$ cat src/hw/rtl/ffa_pkg.sv
// Shared constants, request kinds and the command/status bundles of the
// first-fit chunk allocator. No dependencies; used by every RTL file.
package ffa_pkg;

  localparam int POOL_CHUNKS      = 1024;
  localparam int REGIONS          = 16;
  localparam int WORDS_PER_REGION = (POOL_CHUNKS + 31) / 32;
  localparam int WORD_W           = (WORDS_PER_REGION > 1) ? $clog2(WORDS_PER_REGION) : 1;
  localparam int REGION_W         = (REGIONS > 1) ? $clog2(REGIONS) : 1;
  localparam int IDX_W            = WORD_W + 5;
  localparam int MEM_AW           = REGION_W + WORD_W;
  localparam int MEM_DEPTH        = 1 << MEM_AW;

  localparam int KIND_W   = 2;
  localparam int REGION_FW = 4;
  localparam int COUNT_W  = 8;
  localparam int OFFSET_W = 14;

  typedef enum logic [KIND_W-1:0] {
    KIND_ALLOC = 2'd0,
    KIND_FREE  = 2'd1,
    KIND_CLEAR = 2'd2
  } kind_t;

  typedef struct packed {
    logic sweep;       // zero the memory word at the sweep pointer, advance
    logic req_load;    // capture the incoming request
    logic word_clr;    // word pointer to zero
    logic scan_start;  // clear run length and lane
    logic scan_step;   // evaluate one word or byte lane of the scan
    logic word_inc;    // advance word pointer
    logic free_load;   // load run bounds of a free request
    logic mem_rd;      // registered read at the current word
    logic wr_zero;     // write zero at the current word
    logic wr_mark;     // write back the read word with the run set or cleared
    logic out_load;    // load the result register
    logic out_grant;   // granted value for the result
  } ffa_cmd_t;

  typedef struct packed {
    logic  sweep_last;
    logic  region_ok;
    kind_t kind;
    logic  count_nz;
    logic  free_ok;
    logic  found;
    logic  word_done;
    logic  last_word;
    logic  mark_last;
    logic  out_free;
  } ffa_status_t;

endpackage

$ cat src/hw/rtl/ffa_ctrl.sv
// Request sequencer of the first-fit chunk allocator: one-hot state machine
// that drives the datapath through ffa_pkg command and status bundles.
module ffa_ctrl (
  input  logic                 clk,
  input  logic                 rst_n,
  input  logic                 in_tvalid,
  output logic                 in_tready,
  input  ffa_pkg::ffa_status_t st,
  output ffa_pkg::ffa_cmd_t    cmd
);
  import ffa_pkg::*;

  typedef enum logic [8:0] {
    S_INIT    = 9'b000000001,
    S_IDLE    = 9'b000000010,
    S_DECODE  = 9'b000000100,
    S_SCAN_RD = 9'b000001000,
    S_SCAN_EV = 9'b000010000,
    S_MARK_RD = 9'b000100000,
    S_MARK_WR = 9'b001000000,
    S_CLEAR   = 9'b010000000,
    S_DONE    = 9'b100000000
  } state_t;

  state_t state_r, state_nxt;
  logic   grant_r, grant_nxt;

  always_comb begin
    state_nxt = state_r;
    grant_nxt = grant_r;
    cmd       = '0;
    in_tready = 1'b0;
    unique case (state_r)
      S_INIT: begin
        cmd.sweep = 1'b1;
        if (st.sweep_last) state_nxt = S_IDLE;
      end
      S_IDLE: begin
        in_tready = 1'b1;
        if (in_tvalid) begin
          cmd.req_load = 1'b1;
          state_nxt    = S_DECODE;
        end
      end
      S_DECODE: begin
        grant_nxt = 1'b0;
        state_nxt = S_DONE;
        if (st.region_ok) begin
          unique case (st.kind)
            KIND_ALLOC: begin
              if (st.count_nz) begin
                cmd.scan_start = 1'b1;
                cmd.word_clr   = 1'b1;
                state_nxt      = S_SCAN_RD;
              end
            end
            KIND_FREE: begin
              if (st.free_ok) begin
                cmd.free_load = 1'b1;
                state_nxt     = S_MARK_RD;
              end
            end
            KIND_CLEAR: begin
              cmd.word_clr = 1'b1;
              state_nxt    = S_CLEAR;
            end
            default: state_nxt = S_DONE;
          endcase
        end
      end
      S_SCAN_RD: begin
        cmd.mem_rd = 1'b1;
        state_nxt  = S_SCAN_EV;
      end
      S_SCAN_EV: begin
        cmd.scan_step = 1'b1;
        if (st.found) begin
          state_nxt = S_MARK_RD;
        end else if (st.word_done) begin
          if (st.last_word) begin
            grant_nxt = 1'b0;
            state_nxt = S_DONE;
          end else begin
            cmd.word_inc = 1'b1;
            state_nxt    = S_SCAN_RD;
          end
        end
      end
      S_MARK_RD: begin
        cmd.mem_rd = 1'b1;
        state_nxt  = S_MARK_WR;
      end
      S_MARK_WR: begin
        cmd.wr_mark = 1'b1;
        if (st.mark_last) begin
          grant_nxt = 1'b1;
          state_nxt = S_DONE;
        end else begin
          cmd.word_inc = 1'b1;
          state_nxt    = S_MARK_RD;
        end
      end
      S_CLEAR: begin
        cmd.wr_zero = 1'b1;
        if (st.last_word) begin
          grant_nxt = 1'b1;
          state_nxt = S_DONE;
        end else begin
          cmd.word_inc = 1'b1;
        end
      end
      S_DONE: begin
        cmd.out_grant = grant_r;
        if (st.out_free) begin
          cmd.out_load = 1'b1;
          state_nxt    = S_IDLE;
        end
      end
      default: state_nxt = S_INIT;
    endcase
  end

  always_ff @(posedge clk) begin
    if (!rst_n) begin
      state_r <= S_INIT;
      grant_r <= 1'b0;
    end else begin
      state_r <= state_nxt;
      grant_r <= grant_nxt;
    end
  end

  a_accept_decodes: assert property (@(posedge clk) disable iff (!rst_n)
    (in_tvalid && in_tready) |=> (state_r == S_DECODE))
    else $error("accepted request not decoded next cycle");

  a_result_has_room: assert property (@(posedge clk) disable iff (!rst_n)
    cmd.out_load |-> st.out_free)
    else $error("result loaded over an untaken result");

  a_write_after_read: assert property (@(posedge clk) disable iff (!rst_n)
    cmd.wr_mark |-> $past(cmd.mem_rd))
    else $error("mark write without preceding read");

endmodule

$ cat config.mk
export PLATFORM = sky130hd
export DESIGN_NAME = ffa_ctrl
export DESIGN_NICKNAME = d
export VERILOG_FILES = /design/src/hw/rtl/ffa_pkg.sv /design/src/hw/rtl/ffa_ctrl.sv
export SDC_FILE = /design/constraint.sdc
export NUM_CORES = 1
export LEC_CHECK = 0
export CAP_MARGIN = 10
export CORE_MARGIN = 2
export CORE_UTILIZATION = 30
export DETAILED_ROUTE_END_ITERATION = 8
export DONT_BUFFER_PORTS = 1
export SLEW_MARGIN = 0
export SYNTH_ARGS = -nofsm -noshare
export SYNTH_HDL_FRONTEND = slang
export SYNTH_SLANG_ARGS = --single-unit
$ cat constraint.sdc
create_clock -name clk -period 2.3 [get_ports clk]
set_input_delay 0.115 -clock clk [delete_from_list [all_inputs] [get_ports clk]]
set_output_delay 0.115 -clock clk [all_outputs]
set_load 0.05 [all_outputs]
# Yosys cells after proc, flatten, opt, wreduce, memory -nomap -nowiden
# Cells that the tools add are included.
[word_totals]
ff_bits = 10
output_inout_bits = 13
inputBits = 14
[classes]
mux = 43
eq_ne = 20
reduce_logical = 5
[ops]
columns = ["cell", "count"]
rows = [
  ["two-way mux 9 bit", 11],
  ["one-hot mux 9 bit (9 select lines)", 1],
  ["one-hot mux 9 bit (3 select lines)", 1],
  ["two-way mux 1 bit", 23],
  ["inequality test 2 bit, second input constant", 8],
  ["== test 9 x 1 -> 1 bit, second input constant", 1],
  ["== test 9 x 2 -> 1 bit, second input constant", 1],
  ["== test 9 x 3 -> 1 bit, second input constant", 1],
  ["== test 9 x 4 -> 1 bit, second input constant", 1],
  ["== test 9 x 5 -> 1 bit, second input constant", 1],
  ["== test 9 x 6 -> 1 bit, second input constant", 1],
  ["== test 9 x 7 -> 1 bit, second input constant", 1],
  ["== test 9 x 8 -> 1 bit, second input constant", 1],
  ["== test 9 bit, second input constant", 1],
  ["two-way mux 2 bit", 4],
  ["AND reduction 6 bit", 1],
  ["AND reduction 5 bit", 1],
  ["one-hot mux 1 bit (4 select lines)", 1],
  ["nonzero test 4 bit", 1],
  ["inequality test 3 bit, second input constant", 1],
  ["one-hot mux 1 bit (3 select lines)", 1],
  ["== test 2 x 1 -> 1 bit, second input constant", 1],
  ["== test 2 bit, second input constant", 1],
  ["logical NOT 2 bit", 1],
  ["2 further kinds", 2],
]

# Longest topological paths before layout
# Gate-level depths: netlist of run 1.
[depth]
word_depth = 4
mapped_depth = 5
mapped_depth_nobuf = 5

# Worst setup path after synthesis of run 1
# No wires, ideal clock.
[synth_timing]
path_kind = "flip-flop to output port"
startpoint = "register state_r[6]"
endpoint = "output port cmd[6] (netlist bit)"
path_buffers = 0
path_stages_with_launch = 5
setup_slack_ns = -0.573
arrival_ns = 2.758
path_cell_list = "dfxtp_1 or4b_1 nor3_4 nand2_1 o21ai_0"
[synth_lines]
columns = ["item", "line_no", "source"]
rows = [
  ["start: declaration", "ffa_ctrl.sv:25", "state_t state_r, state_nxt;"],
  ["start signal: assignment", "ffa_ctrl.sv:128", "state_r <= state_nxt;"],
  ["end: declaration", "ffa_ctrl.sv:9", "output ffa_pkg::ffa_cmd_t cmd"],
]

==> flow_metrics.tcl, run 1 <==
set metrics [dict create \
    grt_pass1_wl_um 4167 \
    final_util_pct 38.08 \
    h-tree-depth 1 \
    synth_xor_area_share_pct 1.023 \
    rows 19 \
    hp-class "primary input to flip-flop" \
    core_area_um2 2734 \
    critPathBufInv 1 \
    synth_nets 112 \
    cts.clk_slew.worst_paths_ns 0.07 \
    synth_top_family_by_area "simple AND/OR/NAND/NOR gates" \
    layout_common_cells "10 x dfxtp_1, 7 x nor2_1, 7 x buf_4" \
    routedWlPerCell_um 18.01 \
    power_leakage_nw 0.3658 \
    netSwitchingFraction_pct 48.72 \
    yosys.area_share.simple_pct 52.19 \
    period_needed_ns 2.213 \
    rsz0062_at_grt "false" \
    synth-seq-cells 10 \
    drtPass1Iterations 4 \
    root_buffer "clkbuf_4" \
    finClkSkew_ns 0.009579 \
    setup_viol 0 \
    drt_iter0_drc 40 \
    ys_seq_area_share_pct 23.39 \
    max_slew_margin_pct 67.69 \
    grtUsageMet2_pct 27.27 \
    routabilityCongestion 0.9302 \
    track_usage_pct 16.11 \
    status "complete, no violations" \
    synth_warnings 0 \
    synthAdderAreaFrac_pct 0 \
    dieHeight_um 57.41 \
    overflow 0 \
    first_global_vias 839 \
    grt_start_max_net_pins 10 \
    die_w_um 57.41 \
    met1_usage_pct 20.39 \
    vias_per_cell 6.359 \
    antennaDiodeCount 0 \
    cp_top_family "simple AND/OR/NAND/NOR gates" \
    initial_utilization_pct 31.30 \
    dp_cells 137 \
    startpoint_type "flip-flop" \
    critical_path_required_ns 2.18 \
    dp_hpwl_um 1933 \
    max_freq_mhz 451.9 \
    switchingPower_mw 0.3753 \
    crit_type "flip-flop to output pin" \
    critPathMaxFanout 9 \
    met3_usage_pct 2.494 \
    irDropWorstVdd_mv 0.5558 \
    areaGrowthSynthToFinish_pct 21.64 \
    final_common_cell "dfxtp_1" \
    fillers 266 \
    synth_cell_type_count 42 \
    synth_top_cell_area_share_pct 23.39 \
    drc_errors 0 \
    busiest_layer "met2" \
    worst_pin_slew_ns 0.4835 \
    crit_slowest_cell "or4b_4" \
    clock-sinks 10 \
    tns_ns 0 \
    synth_area_um2 855.8 \
    syn_inst 98 \
    synth_compound_area_share_pct 21.20 \
    intPower_mw 0.3950 \
    antenna_found_initial 0 \
    holdPathStages 1 \
    synth.avg_cell_area_um2 8.733 \
    vias 903 \
    port_buffers 0 \
    num_io_pins 27 \
    power.density_nw_per_um2 739.9 \
    p_seq_share_pct 30.9 \
    cp.arrival_ns 2.10 \
    drv_slew 0 \
    worstPathCellList "nor4_4 -> nand4_2 -> or4b_4 -> clkinvlp_4" \
    routed_wl_um 2557 \
    ff2ff_path_depth 6 \
    die_area_um2 3296 \
    synth_top_area_cell "dfxtp_1" \
    crit_path_end_kind "output pin" \
    cp.depth 4 \
    drive_above_1_share_pct 30.63 \
    clk_latency_ns 0.27 \
    antenna_left 0 \
    clock_power_share_pct 15.8 \
    final_hold_viol_count 0 \
    fin_nets 127 \
    cts_tree "yes" \
    cap_violations 0 \
    synth_area_leaders "dfxtp_1 23%, nor4_4 7.5%, nor3_4 3.8%, and2_1 3.7%, o21ai_0 3.5%" \
    fin_cells 142 \
    clk_path_buf_depth 2 \
    max_stage_delay_ns 0.58 \
    combPwrFrac_pct 53.4 \
    numCtsBuffers 3 \
    synthMuxAreaShare_pct 0 \
    fin_crit_sh_pct 96.21 \
]
-- flip-flops by register name, indices dropped and copies added (netlist names) --
signal   count
state_r      9
grant_r      1
-- worst paths after layout --
path                                 from                      end  slack (ns)
setup / recovery  state_r[7]$_SDFFE_PN0P_                   cmd[8]        0.09
hold / removal                     st[10]  state_r[0]$_SDFFE_PN1P_        0.01
setup reg to reg  state_r[7]$_SDFFE_PN0P_  state_r[3]$_SDFFE_PN0P_        0.26
hold reg to reg      grant_r$_SDFFE_PN0P_     grant_r$_SDFFE_PN0P_        0.61
-- layout make-up --
cell class              count  area (um^2)  share of cell area (%)
well taps                  31        38.79                   3.726
flip-flops and latches     10        200.2                   19.23
repair buffers             10        102.6                   9.856
clock buffers               3        22.52                   2.163
multi-input cells          83        654.4                   62.86
inverters                   5        22.52                   2.163
-- kinds of logic (layout without fill, tap and decap cells) --
family / count (synthesis) / after routing
flops: 10 / 10
buf+inv: 5 / 18
compound gates: 23 / 23
xor+xnor: 1 / 1
simple gates: 59 / 59
-- per-layer routing --
layer,routed length (um),share of wire [%]
met5,0,0
met2,1297,51
met1,1032,40
met3,162,6.3
met4,65,2.5
-- metrics by stage --
step | hold WS, ns | setup slack (ns) | instance area (um^2) | power, mW
global route | 0.02525 | 0.0002307 | 1041 | 0.8092
finish | 0.009954 | 0.08709 | 1041 | 0.7702
floorplan | 0.1936 | 0.03359 | 870.8 | 0.5276
CTS | 0.01872 | 0.03852 | 1031 | 0.7596
global placement | 0.2029 | 0.3211 | 994.7 | 0.6416
detailed placement | 0.2042 | 0.3013 | 994.7 | 0.6398
-- power by group through the flow --
stage          Combinational (mW)  Sequential, mW  Clock (mW)
3_3_place_gp                0.403           0.239           0
4_1_cts                     0.406           0.235       0.119
3_5_place_dp                0.401           0.239           0
6_report                    0.411           0.238       0.121
5_1_grt                     0.440           0.241       0.128
2_1_floorplan               0.298           0.229           0
-- synthesized netlist by cell type (all sizes together) --
cell type	count
nand3	2
nor3b	3
o41ai	1
and2b	1
o2111ai	1
dfxtp	10
a21oi	2
xor2	1
nand2b	1
nor4	5
or2	1
nor4b	2
o221ai	3
a32o	1
or4	1
a2111oi	2
inv	5
and3b	1
o21ai	6
o211ai	1
nand3b	1
or3b	2
a311oi	1
o22a	1
a21boi	1
or4b	3
nor2	7
or3	2
and4bb	1
nand4	3
nor3	6
and3	3
and2	5
nand2	6
o21ba	1
a22oi	2
nor2b	3
-- repair_timing --
action                                  in CTS  in global routing
hold buffers                                 1                  0
buffers inserted                             0                  1
endpoints found under the hold margin        3                  0
endpoints found under the setup margin       1                  3
pin swaps                                    0                  1
resized for setup                            1                  2
No activity file was read; power rests on OpenSTA's default activity.
==> inputs of run 2 (changes only) <==
--- a/config.mk
+++ b/config.mk
@@ -6,7 +6,7 @@
 export NUM_CORES = 1
 export LEC_CHECK = 0
 export CAP_MARGIN = 10
-export CORE_MARGIN = 2
+export CORE_MARGIN = 3
 export CORE_UTILIZATION = 30
 export DETAILED_ROUTE_END_ITERATION = 8
 export DONT_BUFFER_PORTS = 1
==> constraint.sdc (replaced) <==
create_clock -name clk -period 2.3 [get_ports clk]
set_input_delay 0.345 -clock clk [delete_from_list [all_inputs] [get_ports clk]]
set_output_delay 0.345 -clock clk [all_outputs]
set_load 0.05 [all_outputs]
==> run 2 against run 1 <==
Effect of this change:
- global-route usage shrank 0.67 points
- largest cell class unchanged
- final area rose by 10%
- clock-buffer cell count rose by 1
- non-clock buffer count is 8 higher
- critical path type unchanged
- sequential share of layout area decreased by 1.1 points
- combinational power up 3%
- worst hold slack improved by 0.16 ns
- first-iteration DRC count up 43%
==> flow_metrics.tcl, run 2 (synthesized netlist as in run 1, its figures left out) <==
set metrics [dict create \
    status "complete, no violations" \
    cap_violations 0 \
    rows 18 \
    worstHoldStart "rst_n" \
    antennaDiodeCount 0 \
    antenna_left 0 \
    final_hold_viol_count 0 \
    initial_utilization_pct 33.04 \
    vias 918 \
    max_stage_delay_ns 0.55 \
    setup_viol 0 \
    drv_slew 0 \
    worstPathCellList "nor4_4 -> nand4_2 -> or4b_4 -> inv_2 -> buf_8" \
    crit_path_end_kind "output pin" \
    reg2reg_from "state_r[7]$_SDFFE_PN0P_" \
    h-tree-depth 1 \
    drt_iter0_drc 57 \
    port_buffers 0 \
    reg2reg_slack_ns 0.15 \
    num_io_pins 27 \
    grt_start_max_net_pins 10 \
    top_register "state_r" \
    dieHeight_um 59.41 \
    drc_errors 0 \
    critical_path_required_ns 1.96 \
    power.density_nw_per_um2 719.5 \
    fillers 244 \
    power_leakage_nw 0.4149 \
    max_freq_mhz 437.5 \
    fin_cells 150 \
    root_buffer "clkbuf_4" \
    period_needed_ns 2.285 \
    finClkSkew_ns 0.01281 \
    tns_ns 0 \
    layout_common_cells "16 x buf_4, 7 x nor2_1, 6 x dfxtp_1" \
    fin_area_um2 1146 \
    crit_type "flip-flop to output pin" \
    vias_per_cell 6.120 \
    grt_pass1_wl_um 4098 \
    min_to "state_r[0]$_SDFFE_PN1P_" \
    die_area_um2 3530 \
    final_util_pct 44.25 \
    drive_above_1_share_pct 44.17 \
    clk_latency_ns 0.28 \
    drtPass1Iterations 5 \
    antenna_found_initial 0 \
    die_w_um 59.41 \
    reg.largest.list "state_r: 9 flops, grant_r: 1 flops" \
    ff2ff_path_depth 7 \
    post_dp_cell_area_um2 1015 \
    core_area_um2 2590 \
    holdPathStages 1 \
    first_global_vias 826 \
    cp.arrival_ns 1.94 \
    max_slew_margin_pct 65.93 \
    routed_wl_um 2710 \
    dp_hpwl_um 2020 \
    rsz0062_at_grt "true" \
    irDropWorstVdd_mv 0.5370 \
    cts_tree "yes" \
    final_common_cell "buf_4" \
    routedWlPerCell_um 18.07 \
    fin_crit_sh_pct 99.37 \
    clock-sinks 10 \
    crit_slowest_cell "or4b_4" \
    reg2reg_to "state_r[3]$_SDFFE_PN0P_" \
    critPathMaxFanout 5 \
    numCtsBuffers 3 \
    hp-class "primary input to flip-flop" \
    largest_reg_flops 9 \
    dp_cells 138 \
    areaGrowthSynthToFinish_pct 33.92 \
    overflow 0 \
    startpoint_type "flip-flop" \
    fin_nets 135 \
    routabilityCongestion 0.8808 \
    worst_pin_slew_ns 0.5128 \
    track_usage_pct 15.44 \
    cts.clk_slew.worst_paths_ns 0.08 \
    clk_path_buf_depth 2 \
]
==> run 2: cell count changes in the layout (fill, tap and decap cells not counted), sizes merged <==
cell	previous run	this run
clkbuf	3	4
clkinvlp	1	2
inv	4	3
buf	9	18
dlygate4sd3	1	0
==> run 2: critical path, delay by kind of cell, from the launching register on <==
kind,cells,cell delay (ns)
and+or+nand+nor,3,1.08
DFF,1,0.37
buffers and inverters,2,0.21
==> run 2: per-layer routing <==
layer	track usage, %	wire length (um)	vias up
met5	0	0	-
met4	6.149	59	0
met3	4.357	275	7
met2	24.96	1355	64
met1	19.13	1019	411
li1	-	-	436
==> run 2: metrics by stage <==
step / total power [mW] / hold WS (ns) / worst slack, ns
floorplan: 0.5285 / 0.4236 / -0.07217
global placement: 0.6180 / 0.4450 / 0.2015
detailed placement: 0.6135 / 0.4347 / 0.1897
CTS: 0.8080 / 0.1450 / 0.02166
global route: 0.8726 / 0.1393 / -0.06791
finish: 0.8246 / 0.1651 / 0.01454
==> run 2: layout make-up <==
| cell class | instances | area, um^2 | share of cell area (%) |
|---|---|---|---|
| Inverter | 5 | 26.28 | 2.293 |
| Timing Repair Buffer | 18 | 155.1 | 13.54 |
| Sequential cell | 10 | 207.7 | 18.12 |
| Multi-Input combinational cell | 83 | 683.2 | 59.61 |
| Clock buffer | 4 | 36.28 | 3.166 |
| Tap cell | 30 | 37.54 | 3.275 |
==> run 2: power breakdown <==
part | switching, mW | total [mW] | internal (mW)
Clock | 0.0675 | 0.164 | 0.0963
Sequential | 0.0424 | 0.236 | 0.194
Combinational | 0.282 | 0.425 | 0.143
==> run 2: worst max path at each step <==
stage,cells past startpoint,start,end,slack (ns)
after floorplan,4,state_r[5]$_SDFFE_PN0P_,cmd[6],-0.07
after global placement,5,state_r[3]$_SDFFE_PN0P_,cmd[8],0.20
after detailed placement,5,state_r[4]$_SDFFE_PN0P_,cmd[8],0.19
after CTS,5,state_r[7]$_SDFFE_PN0P_,cmd[6],0.02
after global routing,5,state_r[7]$_SDFFE_PN0P_,cmd[8],-0.07
final,5,state_r[7]$_SDFFE_PN0P_,cmd[8],0.01
==> run 2: repair_timing <==
item / 4_1_cts / 5_1_grt
gates cloned: 0 / 0
hold buffers: 0 / 0
setup buffers: 3 / 5
pin swaps: 5 / 4
setup endpoints to repair: 5 / 4
gates resized for setup: 3 / 7
